[src/rtl/core/lrbt_pkg.sv]
package lrbt_pkg;

  // model size, fixed by the 7-bit coefficient index
  localparam int NUM_VARS        = 64;
  localparam int SIG_ENTRIES_DEF = 256;
  localparam int POS_W           = $clog2(NUM_VARS + 1);
  localparam int FADDR_W         = $clog2(NUM_VARS);
  localparam int IDX_W           = 7;
  localparam logic [15:0] LR_RESET = 16'd655;

  // request codes
  localparam logic [1:0] REQ_FEATURE = 2'd0;
  localparam logic [1:0] REQ_STEP    = 2'd1;
  localparam logic [1:0] REQ_WRITE   = 2'd2;
  localparam logic [1:0] REQ_READ    = 2'd3;

  // response codes
  localparam logic [1:0] RESP_PRED  = 2'd0;
  localparam logic [1:0] RESP_STEP  = 2'd1;
  localparam logic [1:0] RESP_RDATA = 2'd2;

  // controller to datapath
  typedef struct packed {
    logic cap_in;
    logic wr;
    logic s_init;
    logic f_rd;
    logic f_mul;
    logic f_acc;
    logic z_rd;
    logic z_add;
    logic sig;
    logic u_rd;
    logic u_mul;
    logic u_acc;
    logic ub_rd;
    logic ub_acc;
    logic s_rd;
    logic s_mul;
    logic s_acc;
    logic s_done;
    logic r_rd;
    logic r_done;
    logic push;
  } lrbt_cmd_t;

  // datapath to controller
  typedef struct packed {
    logic [1:0] req;
    logic       last;
    logic       pos_full;
    logic       pos_zero;
    logic       u_last;
    logic       s_last;
    logic       out_free;
  } lrbt_sts_t;

  // saturate a 49-bit sum to 48 bits
  function automatic logic signed [47:0] lrbt_sat48(input logic signed [48:0] v);
    if (v[48] != v[47]) begin
      return v[48] ? {1'b1, 47'd0} : {1'b0, {47{1'b1}}};
    end
    return v[47:0];
  endfunction

  // saturate a 49-bit sum to 32 bits
  function automatic logic signed [31:0] lrbt_sat32(input logic signed [48:0] v);
    if (v[48:31] != {18{v[48]}}) begin
      return v[48] ? 32'sh8000_0000 : 32'sh7FFF_FFFF;
    end
    return v[31:0];
  endfunction

  // shift-subtract divide, elaboration only
  function automatic logic [63:0] lrbt_udiv64(input logic [63:0] num, input logic [63:0] den);
    logic [64:0] rem;
    logic [63:0] quo;
    rem = '0;
    quo = '0;
    for (int i = 63; i >= 0; i--) begin
      rem = {rem[63:0], num[i]};
      if (rem >= {1'b0, den}) begin
        rem    = rem - {1'b0, den};
        quo[i] = 1'b1;
      end
    end
    return quo;
  endfunction

  // sigmoid at midpoint m (Q16.16), result Q0.16
  function automatic logic [15:0] lrbt_sig_entry(input longint m);
    logic [63:0] a;
    logic [63:0] y;
    logic [63:0] y2;
    logic [63:0] y3;
    logic [63:0] p;
    logic [63:0] e;
    logic [63:0] d;
    logic [63:0] s;
    a = (m < 0) ? 64'(-m) : 64'(m);
    if (a == 64'd0) begin
      e = 64'd1 << 32;
    end else begin
      y  = a << 8;
      y2 = (y * y) >> 32;
      y3 = (y2 * y) >> 32;
      p  = (64'd1 << 32) - y + (y2 >> 1) - lrbt_udiv64(y3, 64'd6);
      for (int k = 0; k < 8; k++) begin
        p = (p * p) >> 32;
      end
      e = p;
    end
    d = (64'd1 << 32) + e;
    if (m >= 0) begin
      s = lrbt_udiv64((64'd1 << 48) + (d >> 1), d);
      if (s > 64'd65535) begin
        s = 64'd65535;
      end
    end else begin
      s = lrbt_udiv64((e << 16) + (d >> 1), d);
    end
    return s[15:0];
  endfunction

endpackage

[src/rtl/core/lrbt_ctrl.sv]
module lrbt_ctrl (
  input  logic                  clk,
  input  logic                  rst_n,
  input  logic                  in_valid,
  output logic                  in_ready,
  input  lrbt_pkg::lrbt_sts_t   sts,
  output lrbt_pkg::lrbt_cmd_t   cmd
);

  localparam logic [4:0] ST_IDLE   = 5'd0;
  localparam logic [4:0] ST_DISP   = 5'd1;
  localparam logic [4:0] ST_F_RD   = 5'd2;
  localparam logic [4:0] ST_F_MUL  = 5'd3;
  localparam logic [4:0] ST_F_ACC  = 5'd4;
  localparam logic [4:0] ST_Z_RD   = 5'd5;
  localparam logic [4:0] ST_Z_ADD  = 5'd6;
  localparam logic [4:0] ST_SIG    = 5'd7;
  localparam logic [4:0] ST_U_RD   = 5'd8;
  localparam logic [4:0] ST_U_MUL  = 5'd9;
  localparam logic [4:0] ST_U_ACC  = 5'd10;
  localparam logic [4:0] ST_UB_RD  = 5'd11;
  localparam logic [4:0] ST_UB_ACC = 5'd12;
  localparam logic [4:0] ST_S_RD   = 5'd13;
  localparam logic [4:0] ST_S_MUL  = 5'd14;
  localparam logic [4:0] ST_S_ACC  = 5'd15;
  localparam logic [4:0] ST_S_DONE = 5'd16;
  localparam logic [4:0] ST_R_RD   = 5'd17;
  localparam logic [4:0] ST_R_DONE = 5'd18;
  localparam logic [4:0] ST_PUSH   = 5'd19;

  logic [4:0] state_r;
  logic [4:0] state_nxt;

  // state register
  always_ff @(posedge clk) begin
    if (!rst_n) begin
      state_r <= ST_IDLE;
    end else begin
      state_r <= state_nxt;
    end
  end

  assign in_ready = (state_r == ST_IDLE);

  // next state
  always_comb begin
    state_nxt = state_r;
    case (state_r)
      ST_IDLE: begin
        if (in_valid) state_nxt = ST_DISP;
      end
      ST_DISP: begin
        case (sts.req)
          lrbt_pkg::REQ_FEATURE: begin
            if (!sts.pos_full)  state_nxt = ST_F_RD;
            else if (sts.last)  state_nxt = ST_Z_RD;
            else                state_nxt = ST_IDLE;
          end
          lrbt_pkg::REQ_STEP:  state_nxt = ST_S_RD;
          lrbt_pkg::REQ_WRITE: state_nxt = ST_IDLE;
          default:             state_nxt = ST_R_RD;
        endcase
      end
      ST_F_RD:   state_nxt = ST_F_MUL;
      ST_F_MUL:  state_nxt = ST_F_ACC;
      ST_F_ACC:  state_nxt = sts.last ? ST_Z_RD : ST_IDLE;
      ST_Z_RD:   state_nxt = ST_Z_ADD;
      ST_Z_ADD:  state_nxt = ST_SIG;
      ST_SIG:    state_nxt = sts.pos_zero ? ST_UB_RD : ST_U_RD;
      ST_U_RD:   state_nxt = ST_U_MUL;
      ST_U_MUL:  state_nxt = ST_U_ACC;
      ST_U_ACC:  state_nxt = sts.u_last ? ST_UB_RD : ST_U_RD;
      ST_UB_RD:  state_nxt = ST_UB_ACC;
      ST_UB_ACC: state_nxt = ST_PUSH;
      ST_S_RD:   state_nxt = ST_S_MUL;
      ST_S_MUL:  state_nxt = ST_S_ACC;
      ST_S_ACC:  state_nxt = sts.s_last ? ST_S_DONE : ST_S_RD;
      ST_S_DONE: state_nxt = ST_PUSH;
      ST_R_RD:   state_nxt = ST_R_DONE;
      ST_R_DONE: state_nxt = ST_PUSH;
      ST_PUSH: begin
        if (sts.out_free) state_nxt = ST_IDLE;
      end
      default:   state_nxt = ST_IDLE;
    endcase
  end

  // command decode
  always_comb begin
    cmd        = '0;
    cmd.cap_in = in_valid && (state_r == ST_IDLE);
    cmd.wr     = (state_r == ST_DISP) && (sts.req == lrbt_pkg::REQ_WRITE);
    cmd.s_init = (state_r == ST_DISP) && (sts.req == lrbt_pkg::REQ_STEP);
    cmd.f_rd   = (state_r == ST_F_RD);
    cmd.f_mul  = (state_r == ST_F_MUL);
    cmd.f_acc  = (state_r == ST_F_ACC);
    cmd.z_rd   = (state_r == ST_Z_RD);
    cmd.z_add  = (state_r == ST_Z_ADD);
    cmd.sig    = (state_r == ST_SIG);
    cmd.u_rd   = (state_r == ST_U_RD);
    cmd.u_mul  = (state_r == ST_U_MUL);
    cmd.u_acc  = (state_r == ST_U_ACC);
    cmd.ub_rd  = (state_r == ST_UB_RD);
    cmd.ub_acc = (state_r == ST_UB_ACC);
    cmd.s_rd   = (state_r == ST_S_RD);
    cmd.s_mul  = (state_r == ST_S_MUL);
    cmd.s_acc  = (state_r == ST_S_ACC);
    cmd.s_done = (state_r == ST_S_DONE);
    cmd.r_rd   = (state_r == ST_R_RD);
    cmd.r_done = (state_r == ST_R_DONE);
    cmd.push   = (state_r == ST_PUSH);
  end

endmodule

[config.mk]
export PLATFORM = sky130hd
export DESIGN_NAME = lrbt_ctrl
export DESIGN_NICKNAME = d
export VERILOG_FILES = /design/src/rtl/core/lrbt_pkg.sv /design/src/rtl/core/lrbt_ctrl.sv
export SDC_FILE = /design/constraint.sdc
export NUM_CORES = 1
export LEC_CHECK = 0
export BUFFER_PORTS_ARGS = -buffer_cell sky130_fd_sc_hd__buf_2
export CORE_MARGIN = 2
export CORE_UTILIZATION = 43
export DETAILED_ROUTE_END_ITERATION = 6
export HOLD_SLACK_MARGIN = 0.15
export PLACE_DENSITY = 0.76
export SYNTH_ARGS = -nofsm -noshare
export SYNTH_HDL_FRONTEND = slang
export SYNTH_SLANG_ARGS = --single-unit
[constraint.sdc]
create_clock -name clk -period 1.8 [get_ports clk]
set_input_delay 0.45 -clock clk [delete_from_list [all_inputs] [get_ports clk]]
set_output_delay 0.45 -clock clk [all_outputs]
set_load 0.01 [all_outputs]
### Word level (Yosys, flattened, before mapping)

Cells that the tools add are included.

| cells by class | value |
|---|---|
| reductions and logical operators | 7 |
| muxes and demuxes | 9 |
| equality and inequality tests | 23 |

Operators with widths:

| cell | number |
|---|---|
| case mux 5 bit (18 select lines) | 1 |
| == test 5 x 4 -> 1 bit, second input constant | 8 |
| == test 5 x 3 -> 1 bit, second input constant | 4 |
| == test 5 bit, second input constant | 4 |
| two-way mux 5 bit | 3 |
| case mux 5 bit (3 select lines) | 1 |
| == test 5 x 2 -> 1 bit, second input constant | 2 |
| two-way mux 3 bit | 2 |
| == test 5 x 1 -> 1 bit, second input constant | 1 |
| logical NOT 5 bit | 1 |
| two-way mux 2 bit | 2 |
| inequality test 2 bit, second input constant | 2 |
| logical AND 1 bit | 3 |
| OR reduction 3 bit | 1 |
| == test 2 x 1 -> 1 bit, second input constant | 1 |
| == test 2 bit, second input constant | 1 |
| logical NOT 2 bit | 1 |
| AND reduction 2 bit | 1 |

| storage, ports and cells | value |
|---|---|
| input port bits | 11 |
| output and inout port bits | 22 |
| bits in registers | 5 |
| logic and storage cells | 40 |

### Longest topological paths before layout

| logic depth | value |
|---|---|
| depth after elaboration | 4 |
| gate-level depth with buffers | 6 |
| mapped depth without buffers | 4 |

### Worst setup path after synthesis

No wires, ideal clock.

| timing path | value |
|---|---|
| path type | register to output |
| start | register state_r[3] |
| end | output cmd[20] (netlist bit) |
| arrival | 1357 ps |
| stages on the path, launching flop included | 5 |
| slack | -7 ps |
| cells stage by stage | dfxtp_1 or2_1 buf_4 nor4_1 and2_1 |

RTL lines:

| what | line | source |
|---|---|---|
| from (decl) | lrbt_ctrl.sv:31 | `logic [4:0] state_r;` |
| from (signal assigned) | lrbt_ctrl.sv:39 | `state_r <= state_nxt;` |
| to (decl) | lrbt_ctrl.sv:7 | `output lrbt_pkg::lrbt_cmd_t cmd` |

==> run metrics <==
CTS Sinks 5; Post-synth EDFFs 0; final wirelength 2410 um; number of global-route vias before repair 877; Clock power frac 12.5%; top_reg_cell synth dfxtp_1; die height 42.2 um; dpl cell area 827 sq um; post-synthesis xor/xnor area fraction 1.40%; r2r setup slk 20 ps; GP Congestion 0.883; Area Overhead vs Synth 65.1%; largest net degree at the start of global routing 13; Slew Viols, Final 0; Post-Syn Nets 104; CP Capture Type output port; DRC errors left 0; ranking of synthesized cells by area dfxtp_1 (16%), nor2_1 (13%), a2bb2oi_1 (4.2%), a31oi_1 (4.0%), buf_4 (3.6%); via/cell ratio 5.95; H-tree levels 1; Largest Register state_r; multi-input logic area 536 sq um; Min-Delay Path Class input pin to flip-flop; DRT iter0 DRCs 22; Netlist cell types 37; WL/cell 15.4 um; DIE AREA 1780 sq um; layout cells sized above 1 55.6%; Worst R2R End state_r[3]; mux contribution to synthesized area 0%; Seq/Total Area, Yosys 16.0%; Seq pwr share 16.6%; MaxCap Viol Count 0; PortBufs 32; Mapped Area 627 sq um; # IOs 33; leading area contributor after synthesis dfxtp_1; final setup vio count 6; synthesized area per cell 6.74 sq um; Sw Ratio 45.1%; Diodes inserted 0; Fin Clk Skew 2.04 ps; Max Root-Sink Buffers 2; number of nets with antenna violations after routing 0; crit path from state_r[1]; Static Leak 0.000498 uW; yosys synthesis warning count 0; Initial Util 47.0%; main combinational cell family by area after synthesis simple AND/OR/NAND/NOR gates; final core occ 77.6%; P per Cell Area 1050 nW/um^2; post-synthesis adder-cell area fraction 0%; WP data required 1350 ps; Vias 934; overflow left after global routing 0; outcome complete, but fails checks; first-pass GRT wire length 3730 um; post-layout min period 1860 ps; ys async rst share 0%; Synth Area in Compound Gates 24.6%; CP max FO 5; Worst-path clk slew 40 ps; final period utilization 104%; post-synth top area share 16.0%; initial antenna violation count 0; Switching Power 492 uW; Syn Inst Count 93; FILL cells 107; critical path endpoint cmd[18]; Yosys reg bits 5; CTS root buffer clkbuf_4; final setup margin -64.4 ps; chip width 42.2 um; Detailed Place HPWL 1610 um; measured slew at the worst slew-check pin 321 ps; biggest regs state_r x5; Critical Path Source Type flip-flop; failing checks negative setup slack; Worst-Skew Late Latency 250 ps; Register Area 111 sq um; first-pass detailed-route iteration total 4; Pint 599 uW; Worst R2R Start state_r[1]; CTS tree done; Simple-Gate Fraction of Synth Area 48.5%; Gate power share 70.9%; CP Class flip-flop to output port; final hold vios 0; Design Area, Final 1030 sq um; Rel. slew slack 78.5%; hold slack 491 ps; RSZ-0062 raised after global routing yes; flip-flop count of the largest register after layout 5; site row count 13; Max Freq 536 MHz; global router's overall resource usage 27.0%; CP Data Arrival Time 1410 ps; Max VDD drop 0.585 mV; total CTS buffers 3; hold depth 3; reg2reg path depth 9; core area 1330 sq um; nets 154
## logic make-up (layout without fill, tap and decap cells)
family,after synthesis,in the layout
xor+xnor,1,1
compound gates,21,21
buf+inv,12,61
flops,5,5
simple gates,54,54
## final cells by class
class,count,share of cell area (%)
sequential,5,10.8
multi-input combinational,76,51.8
inverter,6,2.18
timing repair buffer,51,31.0
clock buffer,4,2.54
tap,15,1.81
## stage by stage
stage | setup slack (ps) | power (uW) | instances | TNS [ps]
2_1_floorplan | 143 | 575 | 93 | 0
3_3_place_gp | 62.3 | 729 | 141 | 0
3_5_place_dp | 43.5 | 733 | 141 | 0
4_1_cts | -84.1 | 971 | 153 | -166
5_1_grt | -119 | 1160 | 157 | -731
6_report | -64.4 | 1090 | 157 | -193
## per-layer routing
metal | track usage, % | wire, um
met1 | 30.5 | 898
met2 | 47.4 | 1170
met3 | 4.31 | 267
met5 | 0 | 0
met4 | 15.0 | 71
## critical path, cell delays in order (launching register included)
cell and delay (ps):
dfxtp_2 340, or3b_4 430, nor3_4 150, nand2_2 80, inv_1 50, buf_2 110
## repair_timing
| action | 4_1_cts | 5_1_grt |
|---|---|---|
| pin swaps | 4 | 3 |
| buffers inserted | 8 | 4 |
| endpoints found under the setup margin | 12 | 17 |
| hold endpoints to repair | 0 | 0 |
| hold buffers | 0 | 0 |
| gates resized for setup | 13 | 15 |
## cell usage after synthesis, types with 2 or more instances
library cell,instances
a21oi_1,4
a22oi_1,2
a2bb2oi_1,3
a31oi_1,4
buf_2,3
buf_4,3
dfxtp_1,5
inv_1,6
nand2_1,6
nand2b_1,3
nand3_1,2
nor2_1,21
nor2b_1,2
nor3_1,2
nor4_1,3
o31a_1,2
or3b_4,2
## how the worst min path moves through the flow
stage / start / end / slack, ps
global placement: state_r[4] / state_r[2] / 690
global route: sts[5] / state_r[2] / 500
detailed placement: state_r[4] / state_r[2] / 700
CTS: sts[1] / state_r[4] / 500
finish: sts[5] / state_r[2] / 490
floorplan: sts[5] / state_r[2] / 600
## cells in the final DEF, fill, tap and decap left out, types with 3 or more instances in the layout
master / Yosys / routed
a21oi_1: 4 / 3
a2bb2oi_1: 3 / 3
a31oi_1: 4 / 4
buf_2: 3 / 31
buf_4: 3 / 16
buf_6: 0 / 4
clkbuf_4: 0 / 3
dfxtp_2: 0 / 3
inv_1: 6 / 5
nand2_1: 6 / 5
nand2b_1: 3 / 3
nor2_1: 21 / 15
nor2_2: 1 / 5
## power by group through the flow
stage | registers (uW) | clock network (uW) | logic (uW)
2_1_floorplan | 157 | 0 | 418
3_3_place_gp | 175 | 0 | 554
3_5_place_dp | 176 | 0 | 557
4_1_cts | 175 | 132 | 663
5_1_grt | 184 | 152 | 827
6_report | 181 | 136 | 774
No activity file was read; power rests on OpenSTA's default activity.
